## src/hdl/wvga_pkg.sv

```systemverilog
// shared types and constants of the visibility group averager
package wvga_pkg;

  localparam int MAX_ELEMENTS = 64;
  localparam int MAX_POL      = 4;
  localparam int ELEM_W       = $clog2(MAX_ELEMENTS);
  localparam int CNT_W        = ELEM_W + 1;
  localparam int POL_W        = $clog2(MAX_POL);

  typedef logic [1:0] div_sel_t;
  localparam div_sel_t SEL_TIME = 2'd0;
  localparam div_sel_t SEL_INTV = 2'd1;
  localparam div_sel_t SEL_REAL = 2'd2;
  localparam div_sel_t SEL_IMAG = 2'd3;

  localparam logic CFG_NUM_POL    = 1'b0;
  localparam logic CFG_CHAN_COUNT = 1'b1;

  typedef struct packed {
    logic     cap;
    logic     mul;
    logic     prod;
    logic     wr;
    logic     emit_init;
    logic     rd;
    logic     div_go;
    div_sel_t div_sel;
    logic     emit_next;
    logic     clr;
    logic     close;
  } wvga_cmd_t;

  typedef struct packed {
    logic func;
    logic open;
    logic key_match;
    logic div_done;
    logic last_elem;
  } wvga_sts_t;

endpackage

```

## src/hdl/wvga_ctrl.sv

```systemverilog
// sequencer for accumulation and group emission
module wvga_ctrl import wvga_pkg::*; (
  input  logic      clk,
  input  logic      rst_n,
  input  logic      in_valid,
  output logic      in_stall,
  output logic      out_valid,
  input  logic      out_stall,
  input  wvga_sts_t sts,
  output wvga_cmd_t cmd
);

  localparam logic [3:0] S_IDLE = 4'd0;
  localparam logic [3:0] S_DEC  = 4'd1;
  localparam logic [3:0] S_T_GO = 4'd2;
  localparam logic [3:0] S_T_WT = 4'd3;
  localparam logic [3:0] S_I_GO = 4'd4;
  localparam logic [3:0] S_I_WT = 4'd5;
  localparam logic [3:0] S_RD   = 4'd6;
  localparam logic [3:0] S_R_GO = 4'd7;
  localparam logic [3:0] S_R_WT = 4'd8;
  localparam logic [3:0] S_M_GO = 4'd9;
  localparam logic [3:0] S_M_WT = 4'd10;
  localparam logic [3:0] S_OUT  = 4'd11;
  localparam logic [3:0] S_CLR  = 4'd12;
  localparam logic [3:0] S_MUL  = 4'd13;
  localparam logic [3:0] S_PROD = 4'd14;
  localparam logic [3:0] S_WR   = 4'd15;

  logic [3:0] state_r, state_nxt;

  always_ff @(posedge clk) begin
    if (!rst_n) begin
      state_r <= S_IDLE;
    end else begin
      state_r <= state_nxt;
    end
  end

  assign in_stall  = (state_r != S_IDLE);
  assign out_valid = (state_r == S_OUT);

  always_comb begin
    state_nxt = state_r;
    cmd       = '0;
    unique case (state_r)
      S_IDLE: begin
        if (in_valid) begin
          cmd.cap   = 1'b1;
          state_nxt = S_DEC;
        end
      end
      S_DEC: begin
        if (sts.func) begin
          state_nxt = sts.open ? S_T_GO : S_IDLE;
        end else begin
          state_nxt = (sts.open && !sts.key_match) ? S_T_GO : S_MUL;
        end
      end
      S_T_GO: begin
        cmd.div_go    = 1'b1;
        cmd.div_sel   = SEL_TIME;
        cmd.emit_init = 1'b1;
        state_nxt     = S_T_WT;
      end
      S_T_WT: if (sts.div_done) state_nxt = S_I_GO;
      S_I_GO: begin
        cmd.div_go  = 1'b1;
        cmd.div_sel = SEL_INTV;
        state_nxt   = S_I_WT;
      end
      S_I_WT: if (sts.div_done) state_nxt = S_RD;
      S_RD: begin
        cmd.rd    = 1'b1;
        state_nxt = S_R_GO;
      end
      S_R_GO: begin
        cmd.div_go  = 1'b1;
        cmd.div_sel = SEL_REAL;
        state_nxt   = S_R_WT;
      end
      S_R_WT: if (sts.div_done) state_nxt = S_M_GO;
      S_M_GO: begin
        cmd.div_go  = 1'b1;
        cmd.div_sel = SEL_IMAG;
        state_nxt   = S_M_WT;
      end
      S_M_WT: if (sts.div_done) state_nxt = S_OUT;
      S_OUT: begin
        if (!out_stall) begin
          if (sts.last_elem) begin
            state_nxt = S_CLR;
          end else begin
            cmd.emit_next = 1'b1;
            state_nxt     = S_RD;
          end
        end
      end
      S_CLR: begin
        cmd.clr = 1'b1;
        if (sts.func) begin
          cmd.close = 1'b1;
          state_nxt = S_IDLE;
        end else begin
          state_nxt = S_MUL;
        end
      end
      S_MUL: begin
        cmd.mul   = 1'b1;
        state_nxt = S_PROD;
      end
      S_PROD: begin
        cmd.prod  = 1'b1;
        state_nxt = S_WR;
      end
      S_WR: begin
        cmd.wr    = 1'b1;
        state_nxt = S_IDLE;
      end
      default: state_nxt = S_IDLE;
    endcase
  end

endmodule

```

## config.mk

```make
export PLATFORM = sky130hd
export DESIGN_NAME = wvga_ctrl
export DESIGN_NICKNAME = d
export VERILOG_FILES = /design/src/hdl/wvga_pkg.sv /design/src/hdl/wvga_ctrl.sv
export SDC_FILE = /design/constraint.sdc
export NUM_CORES = 1
export LEC_CHECK = 0
export BUFFER_PORTS_ARGS = -buffer_cell sky130_fd_sc_hd__buf_2
export CORE_UTILIZATION = 30
export DETAILED_ROUTE_END_ITERATION = 10
export PLACE_DENSITY_LB_ADDON = 0.2
export SKIP_CTS_REPAIR_TIMING = 1
export SLEW_MARGIN = 20
export SYNTH_ARGS = -nofsm -noshare
export SYNTH_HDL_FRONTEND = slang
export SYNTH_SLANG_ARGS = --single-unit
```

## constraint.sdc

```tcl
create_clock -name clk -period 1.8 [get_ports clk]
set_input_delay 0.27 -clock clk [delete_from_list [all_inputs] [get_ports clk]]
set_output_delay 0.27 -clock clk [all_outputs]
set_load 0.005 [all_outputs]
```

# == After elaboration in Yosys (flattened, before gate mapping) ==
# Index checks and enable logic that the tools add are counted.
# totals
ff_bits,4
output_inout_bits,14
# op_classes
eq_ne,21
n_mux,25
n_reduce_logical,5
# op_table
cell,count
4-bit case mux with 16 select lines,1
4-bit 2-to-1 mux,10
"4-bit equality test, second input constant",8
"4-bit by 3-bit equality test with 1-bit output, second input constant",4
"2-bit inequality test, second input constant",6
3-bit case mux with 4 select lines,1
1-bit 2-to-1 mux,11
"4-bit by 2-bit equality test with 1-bit output, second input constant",2
6-bit AND reduction,1
"4-bit by 1-bit equality test with 1-bit output, second input constant",1
4-bit logical NOT,1
2-bit 2-to-1 mux,2
4-bit nonzero test,1
1-bit logical AND,1
1-bit logical NOT,1

# == Logic depth before layout (Yosys ltp) ==
# Gate-level depths: netlist of the first run.
# logic_depth
word_depth,5
depth_mapped,6
depth_no_buf,4

# == Worst setup path before layout of the first run ==
# No wires, ideal clock.
# synth_timing
kind,register to register
start,reg state_r[1]
end,reg state_r[2]
arrival_ns,1.389
setup_slack_ns,0.296
stages_incl_launch_ff,6
n_path_buf,1
cell_sequence,dfxtp_1 -> buf_2 -> or4_1 -> a21oi_1 -> nor3_1 -> a31o_1
# synth_via
elab_chain_cells,3
word_cells_on_any_way,24
# synth_lines
element,line_no,text
"start, declared",wvga_ctrl.sv:30,"logic [3:0] state_r, state_nxt;"
"start signal, assigned",wvga_ctrl.sv:36,state_r <= state_nxt;
"4-bit by 2-bit equality test with 1-bit output, or another cell as far along",wvga_ctrl.sv:46,unique case (state_r)
2-bit inequality test (no source line),-,
6-bit AND reduction (no source line),-,
# Parallel ways exist; a longest one is shown, timed or not.
# A chain may end at the register's enable or synchronous reset.

==> results of run 1 <==
-- layout make-up --
type,count,area [um2],area share
flip-flops and latches,4,86.3,0.115
multi-input cells,74,454,0.606
repair buffers,26,148,0.197
clock buffers,3,22.5,0.0301
well taps,25,31.3,0.0417
inverters,2,7.51,0.0100
-- synthesized netlist by cell type --
cell type / n / share of area
o22ai_2: 1 / 0.022
and3b_1: 1 / 0.015
nor4b_1: 1 / 0.015
nand2b_1: 7 / 0.076
o21a_1: 4 / 0.052
nand4bb_1: 1 / 0.019
nand3_1: 3 / 0.026
and3_1: 1 / 0.011
a31o_1: 1 / 0.015
and2_1: 2 / 0.022
inv_1: 2 / 0.013
nor4_1: 2 / 0.022
buf_2: 4 / 0.035
a211oi_1: 1 / 0.013
nand2_1: 7 / 0.045
a31oi_1: 1 / 0.011
nor2_1: 11 / 0.071
or4b_4: 1 / 0.024
o31a_1: 1 / 0.015
nand4_1: 1 / 0.011
dfxtp_1: 4 / 0.14
or2_1: 1 / 0.011
o211ai_1: 1 / 0.013
buf_6: 1 / 0.019
a21oi_1: 5 / 0.043
mux2_2: 1 / 0.019
nor3_1: 5 / 0.043
nor2b_1: 2 / 0.022
nor3b_1: 1 / 0.013
o21ai_0: 3 / 0.026
a21bo_2: 1 / 0.017
or4_1: 1 / 0.013
or3b_2: 2 / 0.030
o21bai_1: 1 / 0.013
clkbuf_1: 2 / 0.013
o22ai_1: 3 / 0.032
-- stage by stage --
step | hold slack (ns) | setup WS, ns
finish | 0.324 | 0.0789
global route | 0.326 | 0.0116
CTS | 0.316 | -0.0377
detailed placement | 0.557 | 0.187
global placement | 0.568 | 0.201
floorplan | 0.405 | 0.296
-- metal layers --
layer	track usage	wire, um	vias up
li1	-	-	362
met1	0.237	838	321
met2	0.256	725	19
met3	0.0357	69	0
met4	0.0706	0	0
met5	0	0	-
-- final timing paths --
check / start / to / slack, ns / cells past startpoint
setup reg to reg: state_r[0]$_SDFFE_PN0P_ / state_r[2]$_SDFFE_PN0P_ / 0.23 / 4
hold / removal: rst_n / state_r[1]$_SDFFE_PN0P_ / 0.32 / 3
setup / recovery: state_r[2]$_SDFFE_PN0P_ / cmd[3] / 0.08 / 5
hold reg to reg: state_r[1]$_SDFFE_PN0P_ / state_r[1]$_SDFFE_PN0P_ / 0.54 / 2
-- power groups by stage --
| stage | logic [mW] | registers [mW] | clock network, mW |
|---|---|---|---|
| after floorplan | 0.140 | 0.103 | 0 |
| after global routing | 0.205 | 0.115 | 0.129 |
| after global placement | 0.178 | 0.113 | 0 |
| after detailed placement | 0.179 | 0.114 | 0 |
| final | 0.185 | 0.114 | 0.107 |
| after CTS | 0.180 | 0.112 | 0.114 |
-- cells in the final DEF, fill, tap and decap left out, types with 4 or more instances in the layout --
master,netlist,routed
nand2_1,7,7
o21a_1,4,4
buf_2,4,22
nor2_1,11,11
nor3_1,5,5
a21oi_1,5,5
nand2b_1,7,6
-- critical path: cells and delay by family (launching register included) --
family | cells | cell delay, ns
flip-flops | 1 | 0.38
buffers and inverters | 2 | 0.28
AND/OR/NAND/NOR | 2 | 0.29
multiplexers | 1 | 0.27
-- kinds of logic after synthesis --
| group | count (synthesis) |
|---|---|
| simple gates | 50 |
| compound gates | 23 |
| buf+inv | 9 |
| flops | 4 |
| mux | 1 |
==> run metrics, run 1 <==
vias=702; mux share of post-synthesis cell area=0.0195; total power=406 uW; Worst-Margin Slew=0.333 ns; Placed Instances=131; cts bufs inserted=3; element type at the critical path end=output pin; Root Driver=clkbuf_4; Mapped Avg Cell Area=6.64 um2; Ant. Diodes=0; VDD IR-drop max=431 uV; max-slew violations=0; FMAX=0.581 GHz; Setup crit start kind=register; Largest Register=state_r; initial drt markers=15; clock transition at the registers of the reported paths=0.04 ns; Initial Util=0.328; Placed Area=711 um2; Final #Nets=120; status=complete, no violations; Regs by FF count=state_r x4; Syn-to-layout area delta=29.7%; CTS tree=done; complex-gate fraction of the synthesized area=0.273; data required time at the worst endpoint=1.53 ns; syn nets=96; core outline area=1760 um2; Sw Ratio=0.367; post-route insts no fill=134; first-pass GRT wire length=2620 um; unrepaired setup endpoints after global routing=false; P_leak=0.311 nW; Final ANT Viol Nets=0; filler cell count=208; clock power share=0.264; final wirelength=1630 um; final hold viol count=0; largest family of logic cells by synthesized area=simple AND/OR/NAND/NOR gates; die area=2110 um2; Int Power=257 uW; period utilization=0.956; Hold Path Class=in -> reg; sequential fraction of the synthesis area=0.139; slowest CP cell=dfxtp_4; GRT Resource Usage Total=0.172; skew final=0.00715 ns; GP Congestion=0.794; buffer depth of the longest clock path=2; Final setup viols=0; crit-path cells=buf_4 -> nand2b_2 -> mux2_2 -> nor2_1 -> buf_2; Ports=23; max incr delay on CP=0.38 ns; final core utilization=0.425; H-tree depth=1; Design Area, Final=749 um2; wire per inst=12.2 um; gr ovfl total=0; Worst Path Arrival=1.45 ns; number of port buffers=22; Rel. slew slack=0.776; Fin Setup TNS=0 ns; max_cap viols=0; Die X=45.9 um; Unique masters post-synth=36; yosys warns=0; DRC viols=0; Clock Sinks=4; Final Critical Period=1.72 ns; Post-Syn Instances=87; pin count of the biggest net entering global routing=16; Post-Synth Adder-Cell Area=0; routed vias/inst=5.24; sw power=149 uW; #FFs+latches synth=4; number of global-route vias before repair=612; post-DP HPWL=1210 um; sequential power share=0.280; die height=45.9 um; Rows=15; share of cells above drive strength 1=0.358; antenna violations before repair=0; Setup Crit Path Kind=reg -> out; combinational power share=0.456; Largest register FFs=4; later-pin clock latency in the skew report=0.23 ns; drt first pass iters=4; cell area after synthesis=578 um2; post-synthesis xor/xnor area fraction=0; simple-gate share of the synthesized area=0.489; CP Max Fanout=13; PD cells=542 nW/um2
Note: power is estimated with default switching activity, not from simulation.
==> run 2, diff against run 1 <==
--- a/config.mk
+++ b/config.mk
@@ -6,6 +6,7 @@
 export NUM_CORES = 1
 export LEC_CHECK = 0
 export BUFFER_PORTS_ARGS = -buffer_cell sky130_fd_sc_hd__buf_2
+export CORE_MARGIN = 8
 export CORE_UTILIZATION = 30
 export DETAILED_ROUTE_END_ITERATION = 10
 export PLACE_DENSITY_LB_ADDON = 0.2
==> run 2 against run 1 <==
Clock power barely moved. Power rose by 3.1%. Critical path depth did not move. Final area rose by 3.2%. Clock skew fell by 0.0058 ns. Sequential share of layout area fell by 0.68 points. Count of clock-buffer cells in the layout did not move. Highest routed layer is now met4. Routed wire length rose by 2.1%.
==> run metrics, run 2 (synthesis results as in run 1) <==
status=complete, no violations; vias=694 (-1.1%); share of cells above drive strength 1=0.378 (+0.0206); Ports=23 (unchanged); slowest CP cell=dfxtp_1; Setup crit start kind=register; final core utilization=0.411 (-0.0139); Setup Crit Path Kind=reg -> out; P_leak=0.324 nW (+4.2%); pin count of the biggest net entering global routing=18 (+2); combinational power share=0.476 (+0.020); Ant. Diodes=0 (unchanged); Fin Setup TNS=0 ns (unchanged); Rel. slew slack=0.778 (+0.00216); VDD IR-drop max=355 uV (-18%); met2 Usage GRT=0.145 (-0.112); gr ovfl total=0 (unchanged); GRT Resource Usage Total=0.0964 (-0.0756); max-slew violations=0 (unchanged); element type at the critical path end=output pin; grt met3 use=0.0280 (-0.00776); H-tree depth=1 (unchanged); CP Max Fanout=10 (-3); PD cells=542 nW/um2 (about the same); Final ANT Viol Nets=0 (unchanged); Hold Path Class=in -> reg; Syn-to-layout area delta=33.8%; core outline area=1880 um2 (+6.7%); top cell family by delay on the critical path=flip-flops; data required time at the worst endpoint=1.53 ns (about the same); Root Driver=clkbuf_4; GP Congestion=0.836 (+5.2%); Buf/Inv on CP=2 (unchanged); skew final=0.00137 ns (-0.00578 ns); Int Power=268 uW (+4.0%); drt first pass iters=4 (unchanged); post-DP HPWL=1360 um (+13%); die height=59.9 um (+31%); period utilization=0.940 (-0.0166); clock transition at the registers of the reported paths=0.04 ns (about the same); Final #Nets=122 (+1.7%); antenna violations before repair=0 (unchanged); sequential power share=0.265 (-0.015); Largest Register=state_r; buffer depth of the longest clock path=2 (unchanged); die area=3590 um2 (+70%); Worst Path Arrival=1.42 ns (-0.03 ns); unrepaired setup endpoints after global routing=false; Clock Sinks=4 (unchanged); max_cap viols=0 (unchanged); M1 GR Usage=0.117 (-0.120); first-pass GRT wire length=2740 um (+4.7%); Regs by FF count=state_r x4; Rows=16 (+1); final hold viol count=0 (unchanged); clock power share=0.258 (-0.006); DRC viols=0 (unchanged); initial drt markers=9 (-6); Final setup viols=0 (unchanged); final wirelength=1670 um (+2.1%); number of port buffers=22 (unchanged); CTS tree=done; Final Critical Period=1.69 ns (-0.0299 ns); most frequent cells in the layout=22 x buf_2, 11 x nor2_1, 7 x nand2_1; routed vias/inst=5.03 (-4.0%); Sw Ratio=0.361 (-0.00567); Largest register FFs=4 (unchanged); Die X=59.9 um (+31%); sw power=151 uW (+1.5%); cts bufs inserted=3 (unchanged); Initial Util=0.307 (-0.0205); wire per inst=12.1 um (-0.82%); number of global-route vias before repair=653 (+6.7%); max incr delay on CP=0.37 ns (about the same); FMAX=0.591 GHz (+1.8%); commonest non-fill, non-tap cell in the layout=buf_2; later-pin clock latency in the skew report=0.23 ns (about the same); crit-path cells=buf_4 -> nand2b_1 -> mux2_2 -> nor2_1 -> buf_2; Most Used Layer, Global Route=met2; Worst-Margin Slew=0.330 ns (-0.00320 ns)
-- run 2: changes by cell type in the layout (fill, tap and decap cells not counted), sizes merged --
cell and delta:
buf +2
-- run 2: layout make-up --
type	instances	area, um2
fillers	217	1110
well taps	27	33.8
flip-flops and latches	4	83.8
inverters	2	7.51
repair buffers	28	159
multi-input cells	74	467
clock buffers	3	22.5
-- run 2: worst paths after layout --
kind	depth (start not counted)	slack [ns]	to	start
setup / recovery	5	0.11	cmd[3]	state_r[3]$_SDFFE_PN0P_
setup reg to reg	4	0.22	state_r[2]$_SDFFE_PN0P_	state_r[3]$_SDFFE_PN0P_
hold reg to reg	3	0.66	state_r[1]$_SDFFE_PN0P_	state_r[1]$_SDFFE_PN0P_
hold / removal	2	0.33	state_r[2]$_SDFFE_PN0P_	rst_n
-- run 2: power by group through the flow --
stage,sequential (mW),clock [mW],combinational (mW)
5_1_grt,0.113,0.121,0.222
2_1_floorplan,0.103,0,0.140
3_3_place_gp,0.110,0,0.187
6_report,0.111,0.108,0.200
3_5_place_dp,0.110,0,0.186
4_1_cts,0.109,0.113,0.187
-- run 2: metal layers --
layer  vias to the layer above  part of all wire
met1                       305              0.47
met4                         0             0.017
met3                         2             0.086
met2                        21              0.43
met5                         -                 0
li1                        366                 -
-- run 2: metrics by stage --
step                      power (mW)  setup WS (ns)  instances  area (um2)  hold slack, ns
after floorplan                0.243          0.296         87         578           0.405
after global placement         0.297          0.244        135         728           0.557
after detailed placement       0.296          0.224        135         728           0.564
after CTS                      0.408        0.00949        138         751           0.322
after global routing           0.456         0.0245        138         773           0.327
final                          0.419          0.109        138         773           0.327
==> run 3, diff against run 2 <==
--- a/config.mk
+++ b/config.mk
@@ -6,7 +6,7 @@
 export NUM_CORES = 1
 export LEC_CHECK = 0
 export BUFFER_PORTS_ARGS = -buffer_cell sky130_fd_sc_hd__buf_2
-export CORE_MARGIN = 8
+export CORE_MARGIN = 2
 export CORE_UTILIZATION = 30
 export DETAILED_ROUTE_END_ITERATION = 10
 export PLACE_DENSITY_LB_ADDON = 0.2
==> run 3 against run 2 <==
Count of clock-buffer cells in the layout is the same. Critical endpoint unchanged. Die area shrank 36%. Non-clock buffer count stayed put. Final cell count is 1.4% lower. Hold slack lost 0.011 ns. Power decreased by 0.83%. Largest power group unchanged.
==> run metrics, run 3 (synthesis results as in run 1) <==
PD cells=544 nW/um2 (+0.47%); Rows=15 (-1); VDD IR-drop max=469 uV (+32%); CTS tree=done; DRC viols=0 (unchanged); Worst-Margin Slew=0.358 ns (+0.0282 ns); initial drt markers=13 (+4); Largest register FFs=4 (unchanged); Hold Path Class=in -> reg; Placed Area=726 um2 (-0.34%); skew final=0.00712 ns (+0.00575 ns); wire per inst=12.0 um (-0.66%); buffer depth of the longest clock path=2 (unchanged); antenna violations before repair=0 (unchanged); Design Area, Final=763 um2 (-1.3%); gr ovfl total=0 (unchanged); Die X=47.9 um (-20%); H-tree depth=1 (unchanged); Final #Nets=122 (unchanged); cts bufs inserted=3 (unchanged); GP Congestion=0.768 (-8.0%); FMAX=0.593 GHz (+0.34%); Ports=23 (unchanged); first-pass GRT wire length=2470 um (-9.8%); max incr delay on CP=0.37 ns (about the same); commonest non-fill, non-tap cell in the layout=buf_2; later-pin clock latency in the skew report=0.24 ns (about the same); Root Driver=clkbuf_4; max_cap viols=0 (unchanged); final wirelength=1630 um (-2.1%); top cell family by delay on the critical path=flip-flops; P_leak=0.320 nW (-1.3%); most frequent cells in the layout=22 x buf_2, 11 x nor2_1, 7 x nand2_1; die height=47.9 um (-20%); die area=2290 um2 (-36%); Initial Util=0.328 (+0.0205); final hold viol count=0 (unchanged); Clock Sinks=4 (unchanged); slowest CP cell=dfxtp_2; clock transition at the registers of the reported paths=0.04 ns (about the same); Regs by FF count=state_r x4; Final setup viols=0 (unchanged); Buf/Inv on CP=2 (unchanged); post-DP HPWL=1260 um (-7.3%); Placed Instances=133 (-1.5%); post-route insts no fill=136 (-1.4%); Final Critical Period=1.69 ns (-0.00572 ns); number of global-route vias before repair=576 (-12%); vias=706 (+1.7%); max-slew violations=0 (unchanged); Ant. Diodes=0 (unchanged); Fin Setup TNS=0 ns (unchanged); Largest Register=state_r; Rel. slew slack=0.759 (-0.0190); unrepaired setup endpoints after global routing=false; status=complete, no violations; crit-path cells=buf_4 -> nand2b_1 -> mux2_2 -> nor2_1 -> buf_2; CP Max Fanout=10 (unchanged); number of port buffers=22 (unchanged); Setup Crit Path Kind=reg -> out; Syn-to-layout area delta=32.0%; period utilization=0.936 (-0.00318); pin count of the biggest net entering global routing=13 (-5); data required time at the worst endpoint=1.53 ns (about the same); share of cells above drive strength 1=0.387 (+0.00901); Worst Path Arrival=1.42 ns (about the same); core outline area=1760 um2 (-6.2%); drt first pass iters=4 (unchanged); element type at the critical path end=output pin; routed vias/inst=5.19 (+3.2%); final hold slack=0.316 ns (-0.0106 ns); Final ANT Viol Nets=0 (unchanged); Setup crit start kind=register; GRT Resource Usage Total=0.153 (+0.0571)
run 3: changes by cell type in the layout (fill, tap and decap cells not counted):
cell	change
dfxtp_1	-1
nand2b_4	-1
nand2b_2	+1
buf_6	-1
buf_4	+1
dfxtp_2	+1
run 3: metal layers:
layer,global-route usage,wire length (um),part of all wire,up-vias
li1,-,-,-,363
met4,0.0162,0,0,0
met1,0.202,770,0.47,318
met2,0.248,728,0.45,25
met3,0.0566,133,0.081,0
met5,0,0,0,-
run 3: area by class of cell:
| type | instances | area (um2) |
|---|---|---|
| clock buffers | 3 | 22.5 |
| fillers | 211 | 1000 |
| inverters | 2 | 7.51 |
| multi-input cells | 74 | 462 |
| flip-flops and latches | 4 | 85.1 |
| well taps | 25 | 31.3 |
| repair buffers | 28 | 155 |
run 3: where the power goes:
group	total (mW)	internal [mW]	switching [mW]
Sequential	0.116	0.0989	0.0174
Combinational	0.188	0.0904	0.0973
Clock	0.111	0.0745	0.0368
Total	0.415	0.264	0.152
run 3: metrics by stage:
stage / util / setup WS (ns) / power [mW]
4_1_cts: 0.424 / -0.00836 / 0.414
6_report: 0.433 / 0.115 / 0.415
3_5_place_dp: 0.411 / 0.134 / 0.300
2_1_floorplan: - / 0.296 / 0.243
3_3_place_gp: 0.411 / 0.109 / 0.301
5_1_grt: 0.433 / 0.0121 / 0.454
run 3: worst paths after layout:
check | startpoint | cells after the start | slack [ns] | endpoint
max | state_r[3]$_SDFFE_PN0P_ | 5 | 0.11 | cmd[3]
min | rst_n | 2 | 0.32 | state_r[2]$_SDFFE_PN0P_
max reg2reg | state_r[3]$_SDFFE_PN0P_ | 4 | 0.13 | state_r[2]$_SDFFE_PN0P_
min reg2reg | state_r[1]$_SDFFE_PN0P_ | 2 | 0.56 | state_r[1]$_SDFFE_PN0P_
run 3: worst register-to-register path, cell delays in order, from the launching register on:
cell and delay (ns):
dfxtp_2 0.37, or4_1 0.56, a21oi_1 0.28, nor3_1 0.13
a31o_1 0.22
